## src/rtl/rdds_pkg.sv

```systemverilog
// Shared codes, constants and percent scaling for the rumble delay/duration scheduler.
package rdds_pkg;

    // Input word command codes
    typedef enum logic [1:0] {
        CMD_TICK   = 2'd0,
        CMD_PLAY   = 2'd1,
        CMD_STATUS = 2'd2
    } cmd_t;

    // Link send status codes (any other value is treated as a hard error)
    localparam logic [1:0] STATUS_OK         = 2'd0;
    localparam logic [1:0] STATUS_DISALLOWED = 2'd1;

    // Configuration register index (byte address bit 2)
    typedef enum logic {
        REG_BLE_MODE = 1'b0,
        REG_RETRY_MS = 1'b1
    } reg_idx_t;

    localparam logic [15:0] RETRY_RESET        = 16'd50;
    localparam logic [15:0] PCT_FULL           = 16'd100;
    localparam logic [7:0]  PLAY_DURATION_CODE = 8'hff;
    localparam logic [7:0]  PLAY_LOOPS         = 8'd25;
    localparam logic [3:0]  MASK_ALL_OFF       = 4'hf;

    // level * 100 / 255, integer division; divide by 255 done as
    // (p + (p >> 8) + 1) >> 8, exact for p below 65535
    function automatic logic [6:0] to_pct(input logic [7:0] level);
        logic [15:0] prod;
        logic [15:0] sum;
        prod = 16'(level) * PCT_FULL;
        sum  = prod + (prod >> 8) + 16'd1;
        return sum[14:8];
    endfunction

endpackage

```

## src/rtl/rumble_delay_duration_scheduler.sv

```systemverilog
// Top level of the rumble delay/duration scheduler: input stage, scheduler state, report register.
//
// Usage:
//   Input channel (in_valid/in_ready) carries one word per tick, play request or
//   link status, selected by command. Output channel (out_valid/out_ready)
//   carries motor reports: a play report (mask, four percent levels, duration
//   code 255, loops 25) or an all-off report (mask 15, zeros).
//   The APB port holds ble_mode (0x0) and retry_ms (0x4); write it only while
//   the block is idle. In BLE mode each report sets expects_status and the
//   caller must answer with a link status word.
// Flow:
//   A word is registered in the input stage on accept and processed from there
//   once the report register can advance; its report is then loaded into the
//   report register. One word per cycle is taken as long as the report register is
//   empty or being read.
// Stall: when out_ready is low with a report pending, one more word is held in
//   the input stage and in_ready then drops until the report is taken.
// Reset: rst_n clears the stages, phase goes to disabled, counters and latched
//   levels go to zero, ble_mode to 0 and retry_ms to 50.
module rumble_delay_duration_scheduler
    import rdds_pkg::*;
(
    input  logic        clk,
    input  logic        rst_n,
    // configuration port
    input  logic        psel,
    input  logic        penable,
    input  logic        pwrite,
    input  logic [2:0]  paddr,
    input  logic [31:0] pwdata,
    output logic [31:0] prdata,
    output logic        pready,
    // input channel
    input  logic        in_valid,
    output logic        in_ready,
    input  logic [1:0]  command,
    input  logic [15:0] start_delay,
    input  logic [15:0] play_length,
    input  logic [7:0]  left_trig_level,
    input  logic [7:0]  right_trig_level,
    input  logic [7:0]  weak_level,
    input  logic [7:0]  strong_level,
    input  logic [1:0]  send_status,
    // output channel
    output logic        out_valid,
    input  logic        out_ready,
    output logic [3:0]  actuator_mask,
    output logic [6:0]  left_trig_pct,
    output logic [6:0]  right_trig_pct,
    output logic [6:0]  strong_pct,
    output logic [6:0]  weak_pct,
    output logic [7:0]  report_duration,
    output logic [7:0]  report_loops,
    output logic        expects_status
);

    typedef enum logic [1:0] {
        PH_DISABLED = 2'd0,
        PH_DELAYED  = 2'd1,
        PH_ACTIVE   = 2'd2
    } phase_t;

    typedef enum logic [1:0] {
        WAIT_NONE = 2'd0,
        WAIT_PLAY = 2'd1,
        WAIT_STOP = 2'd2
    } wait_t;

    // configuration registers
    logic        ble_mode_reg;
    logic [15:0] retry_ms_reg;

    // input stage
    logic        stg_valid_reg;
    logic [1:0]  stg_cmd_reg;
    logic [15:0] stg_delay_reg;
    logic [15:0] stg_len_reg;
    logic [7:0]  stg_left_reg;
    logic [7:0]  stg_right_reg;
    logic [7:0]  stg_weak_reg;
    logic [7:0]  stg_strong_reg;
    logic [1:0]  stg_status_reg;

    // scheduler state
    phase_t      phase_reg, phase_next;
    wait_t       wait_reg, wait_next;
    logic [15:0] countdown_reg, countdown_next;
    logic [15:0] held_len_reg, held_len_next;
    logic [7:0]  held_left_reg, held_left_next;
    logic [7:0]  held_right_reg, held_right_next;
    logic [7:0]  held_weak_reg, held_weak_next;
    logic [7:0]  held_strong_reg, held_strong_next;

    // report register
    logic        out_valid_reg, out_valid_next;
    logic [3:0]  mask_reg, mask_next;
    logic [6:0]  left_pct_reg, left_pct_next;
    logic [6:0]  right_pct_reg, right_pct_next;
    logic [6:0]  strong_pct_reg, strong_pct_next;
    logic [6:0]  weak_pct_reg, weak_pct_next;
    logic [7:0]  duration_reg, duration_next;
    logic [7:0]  loops_reg, loops_next;
    logic        expects_reg, expects_next;

    logic        advance;
    logic        process;
    logic        start_play;
    logic        do_play;
    logic        do_stop;
    logic        cfg_write;
    logic [15:0] src_len;
    logic [7:0]  src_left;
    logic [7:0]  src_right;
    logic [7:0]  src_weak;
    logic [7:0]  src_strong;

    // handshakes
    assign advance  = !out_valid_reg || out_ready;
    assign process  = stg_valid_reg && advance;
    assign in_ready = !stg_valid_reg || advance;
    assign pready   = 1'b1;
    assign cfg_write = psel && penable && pwrite;

    // register read-back
    always_comb
    begin
        unique case (reg_idx_t'(paddr[2]))
            REG_BLE_MODE: prdata = {31'd0, ble_mode_reg};
            REG_RETRY_MS: prdata = {16'd0, retry_ms_reg};
            default:      prdata = 32'd0;
        endcase
    end

    // a play request starts from its own values, a delayed start from the latched ones
    always_comb
    begin
        if (stg_cmd_reg == CMD_PLAY)
        begin
            src_len    = stg_len_reg;
            src_left   = stg_left_reg;
            src_right  = stg_right_reg;
            src_weak   = stg_weak_reg;
            src_strong = stg_strong_reg;
        end
        else
        begin
            src_len    = held_len_reg;
            src_left   = held_left_reg;
            src_right  = held_right_reg;
            src_weak   = held_weak_reg;
            src_strong = held_strong_reg;
        end
    end

    // scheduler step for the staged word
    always_comb
    begin
        phase_next       = phase_reg;
        wait_next        = wait_reg;
        countdown_next   = countdown_reg;
        held_len_next    = held_len_reg;
        held_left_next   = held_left_reg;
        held_right_next  = held_right_reg;
        held_weak_next   = held_weak_reg;
        held_strong_next = held_strong_reg;
        start_play       = 1'b0;
        do_play          = 1'b0;
        do_stop          = 1'b0;

        case (stg_cmd_reg)
            CMD_TICK:
            begin
                if (wait_reg == WAIT_NONE && phase_reg != PH_DISABLED)
                begin
                    if (countdown_reg > 16'd1)
                        countdown_next = countdown_reg - 16'd1;
                    else
                    begin
                        countdown_next = 16'd0;
                        if (phase_reg == PH_DELAYED)
                            start_play = 1'b1;
                        else
                            do_stop = 1'b1;
                    end
                end
            end
            CMD_PLAY:
            begin
                wait_next        = WAIT_NONE;
                countdown_next   = 16'd0;
                held_len_next    = stg_len_reg;
                held_left_next   = stg_left_reg;
                held_right_next  = stg_right_reg;
                held_weak_next   = stg_weak_reg;
                held_strong_next = stg_strong_reg;
                if (stg_delay_reg == 16'd0)
                    start_play = 1'b1;
                else
                begin
                    phase_next     = PH_DELAYED;
                    countdown_next = stg_delay_reg;
                end
            end
            CMD_STATUS:
            begin
                if (wait_reg != WAIT_NONE)
                begin
                    wait_next = WAIT_NONE;
                    if (stg_status_reg == STATUS_DISALLOWED)
                    begin
                        // resend after the retry wait
                        phase_next     = (wait_reg == WAIT_PLAY) ? PH_DELAYED : PH_ACTIVE;
                        countdown_next = retry_ms_reg;
                    end
                    else if (stg_status_reg == STATUS_OK && wait_reg == WAIT_PLAY)
                    begin
                        phase_next     = PH_ACTIVE;
                        countdown_next = held_len_reg;
                    end
                    else
                    begin
                        phase_next     = PH_DISABLED;
                        countdown_next = 16'd0;
                    end
                end
            end
            default:
            begin
            end
        endcase

        // zero duration turns a start into a stop, or into nothing when disabled
        if (start_play)
        begin
            if (src_len == 16'd0)
                do_stop = (phase_reg != PH_DISABLED);
            else
                do_play = 1'b1;
        end

        if (do_play)
        begin
            phase_next     = PH_ACTIVE;
            wait_next      = ble_mode_reg ? WAIT_PLAY : WAIT_NONE;
            countdown_next = ble_mode_reg ? 16'd0 : src_len;
        end
        if (do_stop)
        begin
            phase_next = PH_DISABLED;
            wait_next  = ble_mode_reg ? WAIT_STOP : WAIT_NONE;
        end
    end

    // report payload
    always_comb
    begin
        out_valid_next = out_valid_reg && !out_ready;
        if (process)
            out_valid_next = do_play || do_stop;
        expects_next = ble_mode_reg;
        if (do_play)
        begin
            mask_next       = {src_left != 8'd0, src_right != 8'd0,
                               src_strong != 8'd0, src_weak != 8'd0};
            left_pct_next   = to_pct(src_left);
            right_pct_next  = to_pct(src_right);
            strong_pct_next = to_pct(src_strong);
            weak_pct_next   = to_pct(src_weak);
            duration_next   = PLAY_DURATION_CODE;
            loops_next      = PLAY_LOOPS;
        end
        else
        begin
            mask_next       = MASK_ALL_OFF;
            left_pct_next   = 7'd0;
            right_pct_next  = 7'd0;
            strong_pct_next = 7'd0;
            weak_pct_next   = 7'd0;
            duration_next   = 8'd0;
            loops_next      = 8'd0;
        end
    end

    // state, stages and configuration
    always_ff @(posedge clk or negedge rst_n)
    begin
        if (!rst_n)
        begin
            ble_mode_reg    <= 1'b0;
            retry_ms_reg    <= RETRY_RESET;
            stg_valid_reg   <= 1'b0;
            stg_cmd_reg     <= CMD_TICK;
            stg_delay_reg   <= 16'd0;
            stg_len_reg     <= 16'd0;
            stg_left_reg    <= 8'd0;
            stg_right_reg   <= 8'd0;
            stg_weak_reg    <= 8'd0;
            stg_strong_reg  <= 8'd0;
            stg_status_reg  <= STATUS_OK;
            phase_reg       <= PH_DISABLED;
            wait_reg        <= WAIT_NONE;
            countdown_reg   <= 16'd0;
            held_len_reg    <= 16'd0;
            held_left_reg   <= 8'd0;
            held_right_reg  <= 8'd0;
            held_weak_reg   <= 8'd0;
            held_strong_reg <= 8'd0;
            out_valid_reg   <= 1'b0;
            mask_reg        <= 4'd0;
            left_pct_reg    <= 7'd0;
            right_pct_reg   <= 7'd0;
            strong_pct_reg  <= 7'd0;
            weak_pct_reg    <= 7'd0;
            duration_reg    <= 8'd0;
            loops_reg       <= 8'd0;
            expects_reg     <= 1'b0;
        end
        else
        begin
            if (cfg_write)
            begin
                unique case (reg_idx_t'(paddr[2]))
                    REG_BLE_MODE: ble_mode_reg <= pwdata[0];
                    REG_RETRY_MS: retry_ms_reg <= pwdata[15:0];
                    default:
                    begin
                    end
                endcase
            end

            if (in_ready)
                stg_valid_reg <= in_valid;
            if (in_valid && in_ready)
            begin
                stg_cmd_reg    <= command;
                stg_delay_reg  <= start_delay;
                stg_len_reg    <= play_length;
                stg_left_reg   <= left_trig_level;
                stg_right_reg  <= right_trig_level;
                stg_weak_reg   <= weak_level;
                stg_strong_reg <= strong_level;
                stg_status_reg <= send_status;
            end

            if (process)
            begin
                phase_reg       <= phase_next;
                wait_reg        <= wait_next;
                countdown_reg   <= countdown_next;
                held_len_reg    <= held_len_next;
                held_left_reg   <= held_left_next;
                held_right_reg  <= held_right_next;
                held_weak_reg   <= held_weak_next;
                held_strong_reg <= held_strong_next;
            end

            out_valid_reg <= out_valid_next;
            if (process && (do_play || do_stop))
            begin
                mask_reg       <= mask_next;
                left_pct_reg   <= left_pct_next;
                right_pct_reg  <= right_pct_next;
                strong_pct_reg <= strong_pct_next;
                weak_pct_reg   <= weak_pct_next;
                duration_reg   <= duration_next;
                loops_reg      <= loops_next;
                expects_reg    <= expects_next;
            end
        end
    end

    assign out_valid       = out_valid_reg;
    assign actuator_mask   = mask_reg;
    assign left_trig_pct   = left_pct_reg;
    assign right_trig_pct  = right_pct_reg;
    assign strong_pct      = strong_pct_reg;
    assign weak_pct        = weak_pct_reg;
    assign report_duration = duration_reg;
    assign report_loops    = loops_reg;
    assign expects_status  = expects_reg;

`ifndef SYNTHESIS
    // a play report in flight keeps the rumble active with no countdown running
    assert property (@(posedge clk) disable iff (!rst_n)
        wait_reg == WAIT_PLAY |-> phase_reg == PH_ACTIVE && countdown_reg == 16'd0)
        else $error("awaiting play status outside active phase");

    // an all-off report in flight leaves the block disabled
    assert property (@(posedge clk) disable iff (!rst_n)
        wait_reg == WAIT_STOP |-> phase_reg == PH_DISABLED)
        else $error("awaiting stop status while not disabled");

    // a disabled block never holds a countdown
    assert property (@(posedge clk) disable iff (!rst_n)
        phase_reg == PH_DISABLED |-> countdown_reg == 16'd0)
        else $error("countdown left running while disabled");

    // all-off reports carry every actuator bit and no level
    assert property (@(posedge clk) disable iff (!rst_n)
        out_valid_reg && duration_reg == 8'd0 |->
            mask_reg == MASK_ALL_OFF && loops_reg == 8'd0 && weak_pct_reg == 7'd0)
        else $error("malformed all-off report");

    // the input side only stalls when both stages are full and the output is blocked
    assert property (@(posedge clk) disable iff (!rst_n)
        !in_ready |-> stg_valid_reg && out_valid_reg && !out_ready)
        else $error("input stalled without backpressure");
`endif

endmodule

```

## config.mk

```make
export PLATFORM = sky130hd
export DESIGN_NAME = rumble_delay_duration_scheduler
export DESIGN_NICKNAME = d
export VERILOG_FILES = /design/src/rtl/rdds_pkg.sv /design/src/rtl/rumble_delay_duration_scheduler.sv
export SDC_FILE = /design/constraint.sdc
export NUM_CORES = 1
export LEC_CHECK = 0
export BUFFER_PORTS_ARGS = -buffer_cell sky130_fd_sc_hd__buf_2
export CORE_MARGIN = 5
export CORE_UTILIZATION = 55
export CTS_CLUSTER_SIZE = 28
export DETAILED_ROUTE_END_ITERATION = 10
export PLACE_DENSITY = 0.87
export SLEW_MARGIN = 20
export SYNTH_ARGS = -nofsm -noshare
export SYNTH_HDL_FRONTEND = slang
export SYNTH_SLANG_ARGS = --single-unit
```

## constraint.sdc

```tcl
create_clock -name clk -period 7.8 [get_ports clk]
set_clock_uncertainty 0.1 [all_clocks]
set_input_delay 0.39 -clock clk [delete_from_list [all_inputs] [get_ports clk]]
set_output_delay 0.39 -clock clk [all_outputs]
set_load 0.005 [all_outputs]
```

==> out/results.txt, run 1 <==
CP Cell Sequence: inv_1, ha_4, mux2i_1, inv_1, ha_1, ha_1, inv_1, fa_1, inv_1, ha_1, o21ai_0, nor2b_1, xnor2_1, ha_1, a211oi_1, o21ai_0, nand2_1, a2111oi_0, o31ai_1, a311oi_2, nand3_1, xor2_1, o21ai_0
YS warnings: 0
Area growth syn-to-layout: 11.3%
first-pass GRT wire length: 52800 µm
Slew Viols, Final: 0
Syn Inst Count: 1376
Hold WC Path Type: input port to async pin
drt first pass iters: 5
maxcap violations: 0
fmax: 152 MHz
Antenna diodes: 0
Die X: 165 µm
Critical-path top delay cell: a311oi_2
failing checks: hold timing
CTS tree: done
critical path arrival: 6.80 ns
Switching Share: 0.467
depth of the CTS H-tree: 4
crit path buf inv count: 4
post-synthesis cell type count: 77
syn avg cell area: 9.65 µm²
HPWL after DPL: 23800 µm
commonest non-fill, non-tap cell in the layout: dfrtp_1
PwrDens: 414 nW/µm²
Fill cells: 1922
dominant synthesized flop cell: dfrtp_1
cell family with most CP delay: adder cells
crit start category: flop
maximum fanout along the worst path: 38
Reg power frac: 0.229
WL/cell: 17.6 µm
Mapped Area: 13300 µm²
status: complete, but fails checks
hold buffer count at CTS: 0
Setup Crit Path Kind: flop to flop
post-synthesis sequential area ratio: 0.356
FF+latch area: 4730 µm²
Longest Clk Path Bufs: 2
Worst Path Required: 8.03 ns
clock share of power: 0.150
Num CTS Buffers: 17
I/O pin count: 194
GRT Total Usage: 0.240
post-cts sizing count: 0
Yosys reg bits: 189
largest net degree at the start of global routing: 122
RSZ-0062 raised after global routing: false
dpl cells: 1790
share of cells above drive strength 1: 0.224
Final Hold Fails: 7
initial antenna violation count: 0
clk root buf: clkbuf_16
Leak: 0.00708 µW
Row Count: 56
DRC: 0
max incr delay on CP: 0.62 ns
drt via density: 5.79
Worst setup EP type: flop
Comb pwr share: 0.621
Die Ht: 165 µm
wirelength, routed: 32000 µm
internal power: 3260 µW
Total Neg Setup Slack: 0 ns
Async SR Flop Fraction: 1.00
Post-CTS Setup Inserts: 0
port bufs: 153
Final #Nets: 1746
Starting DRT DRC Count: 728
Hold Worst Slack: -0.0265 ns
worst-skew pair later-pin latency: 0.44 ns
relative slew slack: 0.264
Die Area: 27400 µm²
commonest cells after routing, fill and taps aside: dfrtp_1, nand2_1, buf_2
area of the multi-input gates: 7890 µm²
Least-Margin Pin Slew: 1.10 ns
Tmin final: 6.56 ns
Final Cycle Share: 0.841
via count of the first global-routing pass: 10747
Vias: 10552
Initial Util: 0.562
gpl congestion: 0.981
fin cells: 1822
Net Switching: 2850 µW
gr ovfl total: 0
Final Setup Violations: 0
post-route ant nets: 0
Worst VDD drop: 259 µV
core area: 23600 µm²
clk sinks: 189
Post-synth EDFFs: 0
clock slew at reported path FFs: 0.08 ns
## cell type report
| cell class | count | area share |
|---|---|---|
| repair buffers | 161 | 0.0565 |
| clock inverters | 14 | 0.0119 |
| multi-input cells | 1040 | 0.534 |
| well taps | 319 | 0.0270 |
| flip-flops and latches | 189 | 0.320 |
| clock buffers | 18 | 0.0297 |
| inverters | 81 | 0.0206 |
## synth_stat cells, types with 6 or more instances
| cell type | count | area [µm²] |
|---|---|---|
| inv_1 | 81 | 304 |
| nand4_1 | 7 | 43.8 |
| nor2b_1 | 7 | 43.8 |
| nor3_1 | 19 | 95.1 |
| nand3_1 | 27 | 135 |
| a211oi_1 | 6 | 45.0 |
| buf_1 | 7 | 26.3 |
| ha_1 | 134 | 1680 |
| o21ai_0 | 131 | 656 |
| and2_1 | 20 | 125 |
| a22oi_1 | 20 | 150 |
| xor2_1 | 27 | 236 |
| a21oi_1 | 31 | 155 |
| xnor2_1 | 36 | 315 |
| nand2_1 | 168 | 631 |
| mux2i_1 | 44 | 440 |
| a21o_1 | 7 | 52.6 |
| nor2_1 | 54 | 203 |
| and3_1 | 11 | 68.8 |
| mux2_2 | 113 | 1270 |
| fa_1 | 12 | 240 |
| nor4_1 | 17 | 106 |
| o31ai_1 | 13 | 97.6 |
| a31oi_1 | 7 | 43.8 |
| o211ai_1 | 7 | 52.6 |
| nand2b_1 | 6 | 37.5 |
| dfrtp_1 | 186 | 4650 |
| nand3b_1 | 7 | 52.6 |
| buf_4 | 33 | 248 |
| o21ai_1 | 9 | 45.0 |
| maj3_1 | 7 | 70.1 |
| clkbuf_1 | 39 | 146 |
## path summary, 6_finish.rpt
| kind | endpoint | from | cells after the start | slack (ns) |
|---|---|---|---|---|
| worst max register to register | right_trig_pct[6]$_DFFE_PN0P_ | stg_cmd_reg[1]$_DFFE_PN0P_ | 23 | 1.24 |
| min in group clk | stg_weak_reg[7]$_DFFE_PN0P_ | weak_level[7] | 2 | 0.07 |
| max in group asynchronous | right_trig_pct[1]$_DFFE_PN0P_ | rst_n | 2 | 6.17 |
| worst min register to register | held_left_reg[6]$_DFFE_PN0P_ | held_left_reg[6]$_DFFE_PN0P_ | 2 | 0.38 |
| worst min-delay path | retry_ms_reg[11]$_DFFE_PN0P_ | rst_n | 1 | -0.03 |
| worst max-delay path | right_trig_pct[6]$_DFFE_PN0P_ | stg_cmd_reg[1]$_DFFE_PN0P_ | 23 | 1.24 |
## metrics by stage
stage	utilization	hold WS [ns]	power (µW)	instance area, µm²	setup WS, ns
2_1_floorplan	-	-0.00559	4320	13400	1.43
3_5_place_dp	0.600	0.366	5130	14200	1.37
6_report	0.626	-0.0265	6120	14800	1.24
3_3_place_gp	0.600	0.355	4960	14200	1.65
5_1_grt	0.626	0.0526	6690	14800	0.840
4_1_cts	0.626	0.0194	6100	14800	1.30
## layer usage
metal,up-vias,track usage,routed length (µm)
li1,5049,-,-
met1,5065,0.302,13300
met2,372,0.418,15900
met3,66,0.0434,2000
met4,0,0.0817,903
met5,-,0,0
## power by group through the flow
stage	Combinational, µW	Clock [µW]	Sequential [µW]
2_1_floorplan	2980	0	1340
3_3_place_gp	3570	0	1400
3_5_place_dp	3720	0	1410
4_1_cts	3770	938	1390
5_1_grt	4270	982	1430
6_report	3800	919	1400
## worst register-to-register path, cell delays in order, from the launching register on
cell       delay, ns
dfrtp_1         0.42
inv_1           0.12
ha_4            0.60
mux2i_1         0.45
inv_1           0.14
ha_1            0.29
ha_1            0.27
inv_1           0.05
fa_1            0.50
inv_1           0.04
ha_1            0.39
o21ai_0         0.16
nor2b_1         0.17
xnor2_1         0.35
ha_1            0.26
a211oi_1        0.06
o21ai_0         0.10
nand2_1         0.08
a2111oi_0       0.55
o31ai_1         0.18
a311oi_2        0.62
nand3_1         0.17
xor2_1          0.19
o21ai_0         0.20
## cell families after synthesis
family	synth area share
XOR/XNOR	0.0428
flip-flops	0.356
AND/OR/NAND/NOR	0.132
AO/OA/AOI/OAI	0.130
other	0.000566
multiplexers	0.130
buffers and inverters	0.0572
adder cells (fa/ha/maj)	0.150
(Power assumes the default switching activity.)
==> inputs of run 2 (changes only) <==
clock period = 6.8 ns   (was 7.8 ns; I/O delays follow)
==> run 2 against run 1 <==
Hold slack better by 0.043 ns. Routed wire length up 0.36%. First-iteration DRC count down 17%. Die area unchanged. Global-route usage down 0.17 points. Count of clock-buffer cells in the layout up 1. Highest routed layer unchanged. The flow now finishes without violations. Non-clock buffer count up 5. Via count about the same.
==> out/results.txt, run 2 (synthesis gave the netlist of run 1 again) <==
share of cells above drive strength 1: 0.225 (was 0.224)
Worst Path Required: 7.06 ns (was 8.03 ns)
PwrDens: 474 nW/µm² (was 414 nW/µm²)
Comb pwr share: 0.619 (was 0.621)
depth of the CTS H-tree: 4 (unchanged)
crit start category: flop (unchanged)
Switching Share: 0.462 (was 0.467)
Vias: 10543 (was 10552)
Post-CTS Setup Inserts: 0 (unchanged)
maximum fanout along the worst path: 28 (was 38)
Die X: 165 µm (unchanged)
largest net degree at the start of global routing: 117 (was 122)
status: finished, final reports clean (was complete, but fails checks)
relative slew slack: 0.350 (was 0.264)
port bufs: 153 (unchanged)
post-route ant nets: 0 (unchanged)
crit path buf inv count: 4 (unchanged)
Starting DRT DRC Count: 601 (was 728)
RR Startpoint: stg_cmd_reg[1]$_DFFE_PN0P_ (unchanged)
Crit Reg-Reg Endpoint: right_trig_pct[6]$_DFFE_PN0P_ (unchanged)
Initial Util: 0.562 (unchanged)
maxcap violations: 0 (unchanged)
worst min-delay path endpoint: retry_ms_reg[2]$_DFFE_PN0P_
Setup Crit Path Kind: flop to flop (unchanged)
first-pass GRT wire length: 52600 µm (was 52800 µm)
Worst setup EP type: flop (unchanged)
internal power: 3790 µW (was 3260 µW)
hold buffer count at CTS: 1 (was 0)
commonest cells after routing, fill and taps aside: dfrtp_1, nand2_1, buf_2 (unchanged)
fmax: 155 MHz (was 152 MHz)
clk root buf: clkbuf_16 (unchanged)
Least-Margin Pin Slew: 0.976 ns (was 1.10 ns)
commonest non-fill, non-tap cell in the layout: dfrtp_1 (unchanged)
FF-to-FF setup slack: 0.36 ns (was 1.24 ns)
gr ovfl total: 0 (unchanged)
Row Count: 56 (unchanged)
I/O pin count: 194 (unchanged)
drt first pass iters: 5 (unchanged)
HPWL after DPL: 23800 µm (about the same)
via count of the first global-routing pass: 10662 (was 10747)
worst hold path depth: 2
core area: 23600 µm² (unchanged)
RSZ-0062 raised after global routing: false (unchanged)
Num CTS Buffers: 17 (unchanged)
Final #Nets: 1751 (was 1746)
wirelength, routed: 32200 µm (was 32000 µm)
Total Neg Setup Slack: 0 ns (unchanged)
clk sinks: 189 (unchanged)
Critical-path top delay cell: a311oi_2 (unchanged)
max incr delay on CP: 0.60 ns (was 0.62 ns)
Die Ht: 165 µm (unchanged)
GRT Total Usage: 0.239 (was 0.240)
dpl cells: 1793 (was 1790)
Final Cycle Share: 0.947 (was 0.841)
clock slew at reported path FFs: 0.08 ns (about the same)
clock share of power: 0.153 (was 0.150)
cells on worst reg2reg path: 23 (unchanged)
gpl congestion: 0.979 (was 0.981)
CTS tree: done (unchanged)
worst-skew pair later-pin latency: 0.44 ns (about the same)
Net Switching: 3260 µW (was 2850 µW)
WL/cell: 17.6 µm (about the same)
post-cts sizing count: 0 (unchanged)
Leak: 0.00712 µW (was 0.00708 µW)
initial antenna violation count: 0 (unchanged)
Die Area: 27400 µm² (unchanged)
drt via density: 5.77 (was 5.79)
critical path arrival: 6.70 ns (was 6.80 ns)
Reg power frac: 0.227 (was 0.229)
cell family with most CP delay: adder cells (unchanged)
Antenna diodes: 0 (unchanged)
fin cells: 1827 (was 1822)
Min-Delay Startpoint: pwdata[2]
Worst VDD drop: 334 µV (was 259 µV)
Tmin final: 6.44 ns (was 6.56 ns)
Area growth syn-to-layout: 11.9% (was 11.3%)
DRC: 0 (unchanged)
Slew Viols, Final: 0 (unchanged)
Final Setup Violations: 0 (unchanged)
Hold WC Path Type: input port to flop (was input port to async pin)
CP Cell Sequence: inv_1, ha_4, mux2i_1, inv_1, ha_1, ha_1, inv_1, fa_1, inv_1, ha_1, o21ai_0, nor2b_1, xnor2_1, ha_1, a211oi_1, o21ai_0, nand2_1, a2111oi_0, o31ai_1, a311oi_2, nand3_1, xor2_1, o21ai_0 (unchanged)
Final Hold Fails: 0 (was 7)
Longest Clk Path Bufs: 2 (unchanged)
run 2: power by group through the flow:
| stage | clock network, µW | logic, µW | registers (µW) |
|---|---|---|---|
| global route | 1140 | 4880 | 1640 |
| floorplan | 0 | 3410 | 1540 |
| finish | 1080 | 4360 | 1600 |
| detailed placement | 0 | 4270 | 1610 |
| CTS | 1090 | 4320 | 1600 |
| global placement | 0 | 4110 | 1600 |
run 2: how the worst max path moves through the flow:
stage | startpoint | endpoint | slack, ns | cells after the start
2_1_floorplan | stg_cmd_reg[1]$_DFFE_PN0P_ | right_trig_pct[6]$_DFFE_PN0P_ | 0.43 | 26
3_3_place_gp | stg_cmd_reg[1]$_DFFE_PN0P_ | right_trig_pct[6]$_DFFE_PN0P_ | 0.84 | 22
3_5_place_dp | stg_cmd_reg[1]$_DFFE_PN0P_ | right_trig_pct[6]$_DFFE_PN0P_ | 0.56 | 23
4_1_cts | stg_cmd_reg[1]$_DFFE_PN0P_ | right_trig_pct[6]$_DFFE_PN0P_ | 0.46 | 23
5_1_grt | stg_cmd_reg[1]$_DFFE_PN0P_ | right_trig_pct[6]$_DFFE_PN0P_ | 0.05 | 22
6_report | stg_cmd_reg[1]$_DFFE_PN0P_ | right_trig_pct[6]$_DFFE_PN0P_ | 0.36 | 23
run 2: worst reg2reg max path, stage by stage (launching register included):
cell and delay [ns]:
dfrtp_1 0.41, inv_1 0.12, ha_4 0.47, mux2i_1 0.43, inv_1 0.15, ha_1 0.31, ha_1 0.28, inv_1 0.05
fa_1 0.51, inv_1 0.05, ha_1 0.40, o21ai_0 0.18, nor2b_1 0.18, xnor2_1 0.37, ha_1 0.28, a211oi_1 0.06
o21ai_0 0.10, nand2_1 0.09, a2111oi_0 0.55, o31ai_1 0.17, a311oi_2 0.60, nand3_1 0.17, xor2_1 0.18, o21ai_0 0.17
run 2: per-stage QoR:
stage                     worst slack, ns  area, µm²  total power [µW]  hold slack [ns]  utilization
after floorplan                     0.429      13400              4960          -0.0556            -
after global placement              0.837      14200              5710            0.354        0.601
after detailed placement            0.562      14200              5880            0.364        0.601
after CTS                           0.459      14800              7010           0.0107        0.628
after global routing               0.0507      14900              7660          0.00672        0.629
final                               0.361      14900              7040           0.0165        0.629
run 2: final cells by class:
class	instances	area [µm²]
Inverter	81	304
Clock buffer	19	453
Sequential cell	189	4730
Multi-Input combinational cell	1040	7900
Timing Repair Buffer	166	895
Clock inverter	13	176
Fill cell	1922	8750
Tap cell	319	399
run 2: layer usage:
layer	part of all wire	up-vias	GRT usage
met2	0.50	353	0.419
met1	0.41	5088	0.296
li1	-	5044	-
met3	0.066	58	0.0486
met5	0	-	0
met4	0.026	0	0.0742
==> inputs of run 3 (changes only) <==
SETUP_SLACK_MARGIN = 0.5   (was unset)
==> run 3 against run 2 <==
Sequential share of layout area about the same. First-iteration DRC count increased by 31%. Sequential power is essentially flat. Register-to-register slack better by 0.47 ns. Combinational power is 1% higher. Non-clock buffer count rose by 2. Flip-flop and latch count is the same. Final cell count up 0.11%. Critical path depth down 5. Largest power group unchanged.
==> out/results.txt, run 3 (synthesis gave the netlist of run 1 again) <==
Leak: 0.00712 µW (about the same)
Die Ht: 165 µm (unchanged)
worst-skew pair later-pin latency: 0.44 ns (about the same)
max incr delay on CP: 0.56 ns (was 0.60 ns)
GRT Total Usage: 0.239 (about the same)
internal power: 3800 µW (was 3790 µW)
Die X: 165 µm (unchanged)
Slew Viols, Final: 0 (unchanged)
Final Hold Fails: 0 (unchanged)
wirelength, routed: 32500 µm (was 32200 µm)
final core occ: 0.629 (about the same)
post-route ant nets: 0 (unchanged)
Row Count: 56 (unchanged)
depth of the CTS H-tree: 4 (unchanged)
Hold WC Path Type: input port to flop (unchanged)
Routed met1 length: 13700 µm (was 13200 µm)
Tmin final: 5.97 ns (was 6.44 ns)
Vias: 10576 (was 10543)
Least-Margin Pin Slew: 1.07 ns (was 0.976 ns)
Die Area: 27400 µm² (unchanged)
WL/cell: 17.7 µm (was 17.6 µm)
cell family with most CP delay: adder cells (unchanged)
clk sinks: 189 (unchanged)
relative slew slack: 0.282 (was 0.350)
FF+latch area: 4730 µm² (unchanged)
Critical-path top delay cell: nor4_1 (was a311oi_2)
commonest non-fill, non-tap cell in the layout: dfrtp_1 (unchanged)
clock share of power: 0.150 (was 0.153)
gpl congestion: 0.926 (was 0.979)
commonest cells after routing, fill and taps aside: dfrtp_1, nand2_1, buf_2 (unchanged)
Final Setup Violations: 0 (unchanged)
Total Neg Setup Slack: 0 ns (unchanged)
met3 WL post-DR: 2030 µm (was 2110 µm)
clk root buf: clkbuf_16 (unchanged)
Worst Path Required: 7.03 ns (was 7.06 ns)
HPWL after DPL: 23900 µm (was 23800 µm)
Starting DRT DRC Count: 789 (was 601)
Worst VDD drop: 373 µV (was 334 µV)
gr ovfl total: 0 (unchanged)
fmax: 168 MHz (was 155 MHz)
status: finished, final reports clean (unchanged)
crit start category: flop (unchanged)
maxcap violations: 0 (unchanged)
first-pass GRT wire length: 52600 µm (about the same)
CP most frequent cell: ha_1
port bufs: 153 (unchanged)
Area growth syn-to-layout: 11.9% (about the same)
DRC: 0 (unchanged)
drt via density: 5.78 (was 5.77)
clock slew at reported path FFs: 0.08 ns (about the same)
Comb pwr share: 0.624 (was 0.619)
drt first pass iters: 6 (was 5)
CTS tree: done (unchanged)
core area: 23600 µm² (unchanged)
Antenna diodes: 0 (unchanged)
maximum fanout along the worst path: 15 (was 28)
share of cells above drive strength 1: 0.226 (was 0.225)
Longest Clk Path Bufs: 2 (unchanged)
PwrDens: 476 nW/µm² (was 474 nW/µm²)
Final #Nets: 1753 (was 1751)
via count of the first global-routing pass: 10508 (was 10662)
Final Cycle Share: 0.877 (was 0.947)
RSZ-0062 raised after global routing: false (unchanged)
Num CTS Buffers: 17 (unchanged)
CP Cell Sequence: inv_1, ha_4, buf_4, mux2i_1, inv_1, ha_1, ha_1, fa_1, ha_1, nor2b_4, o2111a_1, nor4_1, o21ai_1, a21o_1, a221o_2, nor3_2, nor4b_2, o31ai_1 (was inv_1, ha_4, mux2i_1, inv_1, ha_1, ha_1, inv_1, fa_1, inv_1, ha_1, o21ai_0, nor2b_1, xnor2_1, ha_1, a211oi_1, o21ai_0, nand2_1, a2111oi_0, o31ai_1, a311oi_2, nand3_1, xor2_1, o21ai_0)
Fill cells: 1933 (was 1922)
I/O pin count: 194 (unchanged)
Setup Crit Path Kind: flop to flop (unchanged)
area of the multi-input gates: 7910 µm² (was 7900 µm²)
crit path buf inv count: 3 (was 4)
Reg power frac: 0.226 (was 0.227)
largest net degree at the start of global routing: 99 (was 117)
initial antenna violation count: 1 (was 0)
top sig layer: met5 (was met4)
Switching Share: 0.462 (about the same)
Initial Util: 0.562 (unchanged)
Net Switching: 3270 µW (was 3260 µW)
Worst setup EP type: flop (unchanged)
met2 wire length: 16000 µm (about the same)
critical path arrival: 6.20 ns (was 6.70 ns)
## run 3: per-layer routing
metal / up-vias / track usage
li1: 5042 / -
met1: 5099 / 0.312
met2: 374 / 0.413
met3: 59 / 0.0410
met4: 2 / 0.0592
met5: - / 0
## run 3: through the flow
stage | hold WS (ns) | setup slack, ns | instances | total power [µW] | area (µm²)
floorplan | -0.0556 | 0.600 | 1396 | 4960 | 13400
global placement | 0.354 | 0.904 | 1794 | 5720 | 14200
detailed placement | 0.369 | 0.761 | 1794 | 5880 | 14200
CTS | 0.0114 | 0.699 | 1827 | 7010 | 14800
global route | 0.0129 | 0.510 | 1829 | 7690 | 14900
finish | 0.0182 | 0.834 | 1829 | 7080 | 14900
## run 3: repair_timing
item,4_1_cts,5_1_grt
hold buffers,1,0
buffers inserted,0,2
resized for setup,0,3
setup endpoints to repair,0,18
hold endpoints to repair,94,0
## run 3: worst paths after layout
check	startpoint	end	slack (ns)	depth (start not counted)
max	stg_cmd_reg[1]$_DFFE_PN0P_	left_trig_pct[2]$_DFFE_PN0P_	0.83	18
min	weak_level[0]	stg_weak_reg[0]$_DFFE_PN0P_	0.02	2
max reg2reg	stg_cmd_reg[1]$_DFFE_PN0P_	left_trig_pct[2]$_DFFE_PN0P_	0.83	18
min reg2reg	held_left_reg[1]$_DFFE_PN0P_	held_left_reg[1]$_DFFE_PN0P_	0.38	2
max in group asynchronous	rst_n	held_right_reg[7]$_DFFE_PN0P_	4.44	4
min in group asynchronous	rst_n	stg_delay_reg[14]$_DFFE_PN0P_	0.45	2
## run 3: cell type report
type | instances | share of cell area
multi-input cells | 1040 | 0.532
flip-flops and latches | 189 | 0.319
repair buffers | 168 | 0.0604
clock buffers | 21 | 0.0310
well taps | 319 | 0.0269
inverters | 81 | 0.0205
clock inverters | 11 | 0.0105
## run 3: power groups by stage
stage          combinational, µW  clock, µW  sequential (µW)
3_3_place_gp                4130          0             1600
2_1_floorplan               3410          0             1540
5_1_grt                     4930       1120             1630
3_5_place_dp                4270          0             1610
6_report                    4420       1060             1600
4_1_cts                     4340       1080             1590
## run 3: worst reg2reg max path, stage by stage, from the launching register on
cell	delay (ns)
dfrtp_1	0.41
inv_1	0.12
ha_4	0.31
buf_4	0.33
mux2i_1	0.37
inv_1	0.10
ha_1	0.30
ha_1	0.32
fa_1	0.47
ha_1	0.40
nor2b_4	0.17
o2111a_1	0.26
nor4_1	0.56
o21ai_1	0.32
a21o_1	0.27
a221o_2	0.43
nor3_2	0.25
nor4b_2	0.10
o31ai_1	0.29
